### config.mk
export PLATFORM = sky130hd
export DESIGN_NAME = smnf_decide
export DESIGN_NICKNAME = d
export VERILOG_FILES = /design/src/design/smnf_pkg.sv /design/src/design/smnf_decide.sv
export SDC_FILE = /design/constraint.sdc
export NUM_CORES = 1
export LEC_CHECK = 0
export BUFFER_PORTS_ARGS = -buffer_cell sky130_fd_sc_hd__buf_2
export CAP_MARGIN = 20
export CORE_MARGIN = 10
export CORE_UTILIZATION = 30
export DETAILED_ROUTE_END_ITERATION = 10
export SYNTH_ARGS = -nofsm -noshare
export SYNTH_HDL_FRONTEND = slang
export SYNTH_SLANG_ARGS = --single-unit
export TNS_END_PERCENT = 100
### constraint.sdc
create_clock -name vclk -period 6.05
set_input_delay 0.3025 -clock vclk [all_inputs]
set_output_delay 0.3025 -clock vclk [all_outputs]
set_load 0.005 [all_outputs]
### src/design/smnf_pkg.sv
`default_nettype none

package smnf_pkg;

  localparam int PIX_W = 8;
  localparam int CFG_W = 12;
  localparam int TH_W = 9;
  localparam int ROW_W = 13;
  localparam int CFG_IDX_W = 2;

  localparam int WINDOW_DEF = 3;
  localparam int MAX_WIDTH_DEF = 2048;

  localparam logic [CFG_IDX_W-1:0] CFG_FRAME_WIDTH = 2'd0;
  localparam logic [CFG_IDX_W-1:0] CFG_FRAME_HEIGHT = 2'd1;
  localparam logic [CFG_IDX_W-1:0] CFG_THRESHOLD_LOW = 2'd2;
  localparam logic [CFG_IDX_W-1:0] CFG_THRESHOLD_HIGH = 2'd3;

  localparam logic [CFG_W-1:0] FRAME_WIDTH_RST = 12'd640;
  localparam logic [CFG_W-1:0] FRAME_HEIGHT_RST = 12'd480;
  localparam logic [TH_W-1:0] THRESHOLD_LOW_RST = 9'd0;
  localparam logic [TH_W-1:0] THRESHOLD_HIGH_RST = 9'd256;

  typedef logic [PIX_W-1:0] pix_t;

  typedef struct packed {
    pix_t gray;
    logic noise;
  } smnf_res_t;

endpackage

`default_nettype wire

### src/design/smnf_decide.sv
`default_nettype none

module smnf_decide import smnf_pkg::*; #(
  parameter int WINDOW = WINDOW_DEF
) (
  input  wire logic [WINDOW*WINDOW*PIX_W-1:0] wnd_flat,
  input  wire logic [WINDOW-1:0]              row_in,
  input  wire logic [WINDOW-1:0]              col_in,
  input  wire logic [TH_W-1:0]                th_lo,
  input  wire logic [TH_W-1:0]                th_hi,
  output smnf_res_t                           res
);

  localparam int AREA = WINDOW * WINDOW;
  localparam int MID = (AREA - 1) / 2;
  localparam int HALF = (WINDOW - 1) / 2;
  localparam int RKW = $clog2(AREA);

  pix_t             vals [AREA];
  logic [AREA-1:0]  map_lo;
  logic [AREA-1:0]  map_hi;
  logic [AREA-1:0]  below [AREA];
  logic [RKW-1:0]   rank [AREA];
  pix_t             med;
  logic             maj_lo;
  logic             maj_hi;
  logic             noisy;
  pix_t             centre;

  for (genvar i = 0; i < WINDOW; i++) begin : g_row
    for (genvar j = 0; j < WINDOW; j++) begin : g_col
      assign vals[i*WINDOW+j] = wnd_flat[(i*WINDOW+j)*PIX_W +: PIX_W];
      // padding positions count as zero in both maps
      assign map_lo[i*WINDOW+j] = row_in[i] && col_in[j] &&
                                  ({1'b0, vals[i*WINDOW+j]} >= th_lo);
      assign map_hi[i*WINDOW+j] = row_in[i] && col_in[j] &&
                                  ({1'b0, vals[i*WINDOW+j]} >= th_hi);
    end
  end

  // rank of each element, ties broken by position, so every rank is taken once
  for (genvar k = 0; k < AREA; k++) begin : g_rank
    for (genvar m = 0; m < AREA; m++) begin : g_cmp
      if (m < k) begin : g_lo
        assign below[k][m] = vals[m] <= vals[k];
      end else begin : g_hi
        assign below[k][m] = vals[m] < vals[k];
      end
    end
    assign rank[k] = RKW'($countones(below[k]));
  end

  always_comb begin
    med = '0;
    for (int k = 0; k < AREA; k++) begin
      if (rank[k] == RKW'(MID)) begin
        med = med | vals[k];
      end
    end
  end

  assign centre = vals[HALF*WINDOW+HALF];
  assign maj_lo = $countones(map_lo) > MID;
  assign maj_hi = $countones(map_hi) > MID;
  assign noisy = (map_lo[HALF*WINDOW+HALF] != maj_lo) || (map_hi[HALF*WINDOW+HALF] != maj_hi);

  assign res.gray = noisy ? med : centre;
  assign res.noise = noisy;

endmodule

`default_nettype wire

==> results of run 1 <==
-- layout by cell type, fill, tap and decap left out, types with 49 or more instances in the layout --
cell	instances
buf_4	64
a21o_1	60
ha_1	463
inv_1	137
o21ai_0	137
buf_2	103
o21a_1	49
nand3_1	70
a21oi_1	113
nor2b_1	52
-- logic make-up after synthesis --
kind of cell | Yosys count | share of synthesized area, %
compound gates | 454 | 23.8
simple gates | 285 | 13.9
buf+inv | 147 | 4.72
fa+ha+maj | 509 | 57.1
mux | 2 | 0.170
xor+xnor | 3 | 0.287
-- worst min-delay path: cells and delay by family --
kind,cells,cell delay (ns)
compound gates,1,0.16
buf+inv,2,0.31
-- layout make-up --
class / count / area, um2 / share of cell area [%]
multi-input combinational: 1253 / 11300 / 83.1
timing repair buffer: 175 / 1120 / 8.24
tap: 518 / 648 / 4.76
inverter: 142 / 533 / 3.91
antenna: 1 / 2.50 / 0.0184
-- synth_stat cells (2+ instances only) --
cell type,instances,share of area [%]
fa_1,46,7.8
nor2b_1,52,2.8
nand4_1,10,0.53
nand3_1,70,3.0
mux2i_1,2,0.17
and3b_1,3,0.22
a22o_1,2,0.15
nand3b_1,2,0.13
a211oi_1,2,0.13
clkbuf_1,4,0.13
nor3_4,2,0.28
nor2_1,42,1.3
a2111oi_2,2,0.26
a21oi_1,115,4.9
a21o_1,60,3.8
o31a_1,4,0.30
ha_1,463,49
and3_1,31,1.6
o2bb2ai_1,8,0.60
and4_1,6,0.45
nand2b_1,47,2.5
a221oi_1,2,0.15
o22ai_1,8,0.43
inv_2,4,0.13
nor2_4,2,0.19
o211ai_1,16,1.0
a22oi_1,29,1.9
and2b_2,3,0.22
o21a_1,49,3.1
o21ai_0,141,6.0
inv_1,138,4.4
o21ai_1,8,0.34
nand2_1,11,0.35
-- through the flow --
stage                     area, um2  power (mW)  cells
after floorplan               11800        1.22   1400
after global placement        13400        1.83   2084
after detailed placement      13400        1.88   2084
after CTS                     13400        1.89   2084
after global routing          13600        2.24   2088
final                         13600        2.02   2089
-- power by group --
part           switching (mW)  internal [mW]
Clock                       0   0.0000000130
Combinational            1.15          0.866
Sequential                  0              0
-- repair_timing --
item,4_1_cts,5_1_grt
buffers inserted,0,4
endpoints found under the hold margin,0,0
endpoints found under the setup margin,0,8
hold buffers,0,0
gates resized for setup,0,25
-- worst max-delay path by stage --
stage          cells past startpoint  slack (ns)    startpoint     end
2_1_floorplan                     21        0.83   wnd_flat[0]  res[1]
3_3_place_gp                      23        0.12  wnd_flat[24]  res[3]
3_5_place_dp                      23        0.05  wnd_flat[24]  res[3]
4_1_cts                           23        0.04  wnd_flat[24]  res[2]
5_1_grt                           25       -0.04   wnd_flat[1]  res[1]
6_report                          24        0.10  wnd_flat[24]  res[5]
-- layer usage --
layer,track usage (%),part of all wire [%],wire length (um)
met5,0,0.059,28
met4,6.41,4.1,1960
met3,1.33,4.7,2220
met2,32.1,46,21900
met1,24.9,45,21100
==> impl_metrics.yaml, run 1 <==
timing:
  timing.hold.ws_ns: 1.07
  max_freq_mhz: 168
  setup_tns_ns: 0
  tightest_slew_ns: 0.797
  slew_headroom_pct: 46.3
  layout_setup_ws_ns: 0.104
  drv_slew: 0
  post-route-period-util_pct: 98.3
  finalCriticalPeriod_ns: 5.95
  finalSetupViolations: 0
  hold_violations: 0
synthesis:
  syn_nets: 2005
  syn-instance-count: 1400
  synth.cell_area_um2: 11800
  ys_warn_count: 0
  synth-seq-area-share_pct: 0
  synthDistinctLibCells: 49
  avgSynthCellArea_um2: 8.41
route:
  antenna_left: 0
  drtIter0Drc: 815
  route.detailed.drc: 0
  wl_per_cell_um: 22.6
  vias_per_cell: 5.39
  firstDrtPassIters: 5
  vias: 11300
  wirelength_um: 47200
die:
  dieWidth_um: 218
  rows: 72
  io_pins: 105
  fp.dieH_um: 218
  dieArea_um2: 47500
  start_util_pct: 30.4
  core_um2: 38700
finish:
  nClkBuffers: 0
  area_growth_pct: 15.7
  final_util_pct: 35.2
  nFlopsAndLatches: 0
  fin_nets: 2177
  drive_gt1_share_pct: 13.4
  regArea_um2: 0
  fillerInstances: 4051
setup_path:
  end_kind: "primary output"
  slowest_stage: "fa_1"
  start_kind: "input port"
  worst-path-buf-inv: 5
  arrival_ns: 5.64
  crit_family: "adder cells"
  cp_max_fo: 8
  path_cells: "buf_2 > inv_1 > ha_1 > nand2b_1 > a21oi_1 > nor2b_1 > o21ai_0 > a21oi_1 > o21ai_0 > a21o_1 > fa_1 > fa_1 > fa_1 > inv_1 > fa_1 > fa_1 > nor2_2 > o21ai_1 > a21oi_4 > xnor2_4 > o21ai_4 > buf_12 > o2bb2ai_1 > buf_2"
  crit_path_max_incr_delay_ns: 0.54
  worstPathRequired_ns: 5.75
  critical_path_class: "in -> out"
  cpMostUsedCell: "fa_1"
worst_hold_path:
  hold_end: "res[1]"
  hold_start: "wnd_flat[32]"
  hold_path.class: "in -> out"
  whs_path_depth: 3
grt:
  antenna_found_initial: 3
  grt_pass1_vias: 10900
  grt_usage_pct: 18.9
  grt.overflow.total: 0
  grt_pass1_wl_um: 69100
  grt_max_degree: 12
place:
  pre_cts_ws_ns: 0.0504
  hpwl_um: 41100
  gp_congestion: 0.954
  io_buffer_count: 105
status:
  outcome: "completed"
power_and_ir_drop:
  powerDensity_nw_per_um2: 148
  ir_drop_mv: 0.0829
  power_leakage_nw: 7.13
flow_run:
  maxCapViolations: 0
Note: power is estimated with default switching activity, not from simulation.
==> run 2, diff against run 1 <==
==> constraint.sdc (replaced) <==
create_clock -name vclk -period 6.05
set_input_delay 1.5125 -clock vclk [all_inputs]
set_output_delay 1.5125 -clock vclk [all_outputs]
set_load 0.005 [all_outputs]
==> run 2 against run 1 <==
The flow now finishes with violations (setup timing). Final area is 16% higher. Combinational power is 19% higher. Hold slack better by 2.5 ns. Sequential cell count stayed put. First-iteration DRC count is 3.1% higher. Critical path type unchanged. Critical endpoint is now res[2].
==> impl_metrics.yaml, run 2 (synthesized netlist as in run 1, its figures left out) <==
finish:
  layout_common_cells: "461 x ha_1, 281 x buf_4, 131 x inv_1"
  final_common_cell: "ha_1"
  nClkBuffers: 0
  area_growth_pct: 34.1
  multi_input_area_um2: 11600
  layoutNonFillerInstCount: 2317
  nFlopsAndLatches: 0
  final_cell_area_um2: 15800
  regArea_um2: 0
  fillerInstances: 3935
  drive_gt1_share_pct: 27.6
  fin_nets: 2405
grt:
  grt_usage_pct: 20.9
  grt.overflow.total: 0
  antenna_found_initial: 2
  grt_max_degree: 11
  grt_pass1_wl_um: 76300
  grt_pass1_vias: 12500
worst_hold_path:
  hold_start: "wnd_flat[32]"
  hold_path.class: "in -> out"
  whs_path_depth: 4
  hold_end: "res[1]"
die:
  rows: 72
  io_pins: 105
  dieArea_um2: 47500
  dieWidth_um: 218
  fp.dieH_um: 218
  core_um2: 38700
  start_util_pct: 30.4
setup_path:
  cp_max_fo: 7
  arrival_ns: 6.51
  end_kind: "primary output"
  critical_path_class: "in -> out"
  worstPathRequired_ns: 4.54
  start_kind: "input port"
route:
  route.detailed.drc: 0
  firstDrtPassIters: 6
  vias: 12400
  vias_per_cell: 5.35
  wirelength_um: 51200
  antenna_left: 0
  drtIter0Drc: 840
  wl_per_cell_um: 22.1
status:
  violations: "setup timing"
  outcome: "finished with violations"
place:
  dp.cells: 2310
  pre_cts_ws_ns: -2.19
  placed_area_um2: 15400
  gp_congestion: 1.01
  hpwl_um: 45100
  io_buffer_count: 105
timing:
  slew_headroom_pct: 63.7
  post-route-period-util_pct: 133
  max_freq_mhz: 125
  hold_violations: 0
  tightest_slew_ns: 0.539
  setup_tns_ns: -17.39
  finalSetupViolations: 9
  layout_setup_ws_ns: -1.98
  rsz0062_at_grt: "true"
  timing.hold.ws_ns: 3.57
  drv_slew: 0
  finalCriticalPeriod_ns: 8.03
power_and_ir_drop:
  powerDensity_nw_per_um2: 152
  ir_drop_mv: 0.100
  power_leakage_nw: 8.32
clock_network:
  cts_hold_buf: 0
flow_run:
  maxCapViolations: 0
[run 2: cell types whose count changed in the layout (fill, tap and decap cells not counted), sizes merged]
cell | previous run | this run
buf | 173 | 403
clkinvlp | 0 | 3
inv | 142 | 139
clkbuf | 2 | 0
[run 2: area by class of cell]
class	count	area share, %
antenna	1	0.0159
multi-input combinational	1253	73.3
tap	518	4.11
inverter	142	3.46
timing repair buffer	403	19.1
[run 2: layer usage]
| layer | GRT usage, % | routed length, um | vias to the layer above |
|---|---|---|---|
| li1 | - | - | 6049 |
| met1 | 26.7 | 22100 | 5846 |
| met2 | 35.2 | 23700 | 399 |
| met3 | 1.82 | 2900 | 102 |
| met4 | 8.75 | 2520 | 0 |
| met5 | 0 | 0 | - |
[run 2: worst max-delay path by stage]
stage          cells after the start         start  slack (ns)     end
6_report                          25   wnd_flat[8]       -1.98  res[2]
5_1_grt                           26   wnd_flat[9]       -2.17  res[3]
4_1_cts                           25   wnd_flat[8]       -2.04  res[1]
3_5_place_dp                      24  wnd_flat[24]       -2.19  res[2]
3_3_place_gp                      23   wnd_flat[0]       -2.13  res[8]
2_1_floorplan                     21   wnd_flat[0]       -1.38  res[1]
[run 2: timing repair]
| item | in CTS | in global routing |
|---|---|---|
| cloned | 0 | 0 |
| gates resized for setup | 43 | 62 |
| setup endpoints to repair | 9 | 9 |
| pin swaps | 27 | 40 |
| buffers inserted | 3 | 3 |
| endpoints found under the hold margin | 0 | 0 |
[run 2: where the power goes]
group / leakage (nW) / internal [mW] / switching (mW)
registers: 0 / 0 / 0
logic: 8.32 / 1.13 / 1.28
clock network: 0.00000634 / 0.0000000222 / 0
[run 2: critical path: stages]
cell and delay [ns]:
buf_8 0.08, clkinvlp_4 0.12, buf_6 0.14, ha_4 0.25, nand2b_4 0.11, a21oi_2 0.05
nor2b_1 0.11, o21ai_1 0.09, a21oi_2 0.23, o21ai_2 0.09, a21o_1 0.18, fa_1 0.50
fa_1 0.44, fa_1 0.51, inv_2 0.04, fa_2 0.35, fa_1 0.56, nor2_4 0.06
nor3b_4 0.22, a21oi_4 0.07, xnor2_4 0.17, o21ai_4 0.20, buf_12 0.18, o2bb2ai_4 0.13
buf_6 0.12
[run 2: metrics by stage]
| step | util [%] | total power [mW] |
|---|---|---|
| 6_report | 40.7 | 2.41 |
| 5_1_grt | 40.7 | 2.66 |
| 4_1_cts | 40.2 | 2.22 |
| 3_5_place_dp | 39.7 | 2.18 |
| 3_3_place_gp | 39.7 | 2.10 |
| 2_1_floorplan | - | 1.25 |
==> run 3, diff against run 2 <==
--- a/config.mk
+++ b/config.mk
@@ -10,6 +10,8 @@
 export CORE_MARGIN = 10
 export CORE_UTILIZATION = 30
 export DETAILED_ROUTE_END_ITERATION = 10
+export MAX_ROUTING_LAYER = met4
+export RECOVER_POWER = 100
 export SYNTH_ARGS = -nofsm -noshare
 export SYNTH_HDL_FRONTEND = slang
 export SYNTH_SLANG_ARGS = --single-unit
==> constraint.sdc (replaced) <==
create_clock -name vclk -period 9.3
set_input_delay 2.325 -clock vclk [all_inputs]
set_output_delay 2.325 -clock vclk [all_outputs]
set_load 0.005 [all_outputs]
==> run 3 against run 2 <==
Final cell count fell by 2.3%. Largest power group unchanged. The flow still finishes with violations (setup timing). First-iteration DRC count fell by 1.9%. Total power fell by 34%.
==> impl_metrics.yaml, run 3 (synthesized netlist as in run 1, its figures left out) <==
die:
  start_util_pct: 30.4
  core_um2: 38700
  io_pins: 105
  dieArea_um2: 47500
  fp.dieH_um: 218
  rows: 72
  dieWidth_um: 218
worst_hold_path:
  hold_start: "wnd_flat[39]"
  hold_end: "res[8]"
  hold_path.class: "in -> out"
  whs_path_depth: 4
grt:
  grt_usage_pct: 21.4
  antenna_found_initial: 2
  grt_pass1_vias: 11700
  grt_pass1_wl_um: 75000
  grt.overflow.total: 0
  grt_max_degree: 10
timing:
  finalCriticalPeriod_ns: 9.82
  hold_violations: 0
  rsz0062_at_grt: "true"
  finalSetupViolations: 9
  layout_setup_ws_ns: -0.519
  post-route-period-util_pct: 106
  tightest_slew_ns: 0.755
  slew_headroom_pct: 49.2
  max_freq_mhz: 102
  setup_tns_ns: -4.04
  drv_slew: 0
  timing.hold.ws_ns: 5.18
power_and_ir_drop:
  pwr-share-clk_pct: 0
  design_power_total_mw: 1.59
  swShare_pct: 53.7
  power_leakage_nw: 8.04
  powerDensity_nw_per_um2: 103
  p_int_mw: 0.736
  ir_drop_mv: 0.0701
  switchingPower_mw: 0.854
  seqPwrFrac_pct: 0
  pwr-share-comb_pct: 100.0
setup_path:
  crit_start: "wnd_flat[41]"
  start_kind: "input port"
  cp_max_fo: 6
  crit_path_max_incr_delay_ns: 0.49
  end_kind: "primary output"
  critical_path_class: "in -> out"
  arrival_ns: 7.49
  slowest_stage: "fa_1"
  worstPathRequired_ns: 6.98
  cpMostUsedCell: "inv_2"
finish:
  area_growth_pct: 31.0
  nClkBuffers: 0
  layoutNonFillerInstCount: 2264
  fin_nets: 2351
  final_common_cell: "ha_1"
  fillerInstances: 3938
  nFlopsAndLatches: 0
  drive_gt1_share_pct: 25.4
  regArea_um2: 0
  layout_common_cells: "456 x ha_1, 218 x buf_4, 128 x inv_1"
clock_network:
  cts_hold_buf: 0
route:
  drtIter0Drc: 824
  firstDrtPassIters: 5
  vias_per_cell: 5.39
  wl_per_cell_um: 22.9
  route.detailed.drc: 0
  vias: 12200
  wirelength_um: 51900
  antenna_left: 0
place:
  io_buffer_count: 105
  gp_congestion: 1.02
  hpwl_um: 45600
  pre_cts_ws_ns: -0.830
  dp.cells: 2247
status:
  outcome: "finished with violations"
  violations: "setup timing"
flow_run:
  maxCapViolations: 0
[run 3: timing repair]
action / in CTS / in global routing
gates resized for setup: 30 / 98
pin swaps: 19 / 53
setup buffers: 5 / 12
setup endpoints to repair: 9 / 9
[run 3: routing by layer]
| layer | up-vias | routed length [um] | GRT usage, % |
|---|---|---|---|
| met4 | 0 | 2680 | 8.56 |
| li1 | 5944 | - | - |
| met1 | 5699 | 22200 | 26.9 |
| met3 | 102 | 2740 | 1.04 |
| met2 | 452 | 24300 | 35.5 |
| met5 | - | 0 | - |
[run 3: how the worst max path moves through the flow]
stage	end	slack, ns	cells past startpoint
floorplan	res[1]	0.03	21
global placement	res[5]	-0.71	23
detailed placement	res[4]	-0.83	23
CTS	res[5]	-0.52	25
global route	res[8]	-0.71	28
finish	res[8]	-0.52	28
[run 3: final cells by class]
| class | instances | area [um2] | share of cell area (%) |
|---|---|---|---|
| Tap cell | 518 | 648 | 4.20 |
| Timing Repair Buffer | 349 | 2640 | 17.1 |
| Antenna cell | 2 | 5.00 | 0.0325 |
| Multi-Input combinational cell | 1253 | 11600 | 75.1 |
| Inverter | 142 | 543 | 3.52 |
[run 3: worst max-delay path: cells and delay by family]
| family | cells | cell delay [ns] |
|---|---|---|
| adder cells (fa/ha/maj) | 6 | 2.26 |
| AO/OA/AOI/OAI | 9 | 1.30 |
| buffers and inverters | 9 | 0.92 |
| AND/OR/NAND/NOR | 4 | 0.65 |
[run 3: stage by stage]
| step | area (um2) | util, % |
|---|---|---|
| 6_report | 15400 | 39.8 |
| 4_1_cts | 15000 | 38.7 |
| 3_5_place_dp | 14800 | 38.3 |
| 5_1_grt | 15400 | 39.8 |
| 3_3_place_gp | 14800 | 38.3 |
| 2_1_floorplan | 11800 | - |
[run 3: power groups by stage]
| stage | clock network, mW | registers [mW] | logic, mW |
|---|---|---|---|
| 2_1_floorplan | 0 | 0 | 0.794 |
| 6_report | 0.0000000288 | 0 | 1.59 |
| 3_5_place_dp | 0 | 0 | 1.40 |
| 5_1_grt | 0.0000000288 | 0 | 1.73 |
| 4_1_cts | 0 | 0 | 1.44 |
| 3_3_place_gp | 0 | 0 | 1.36 |
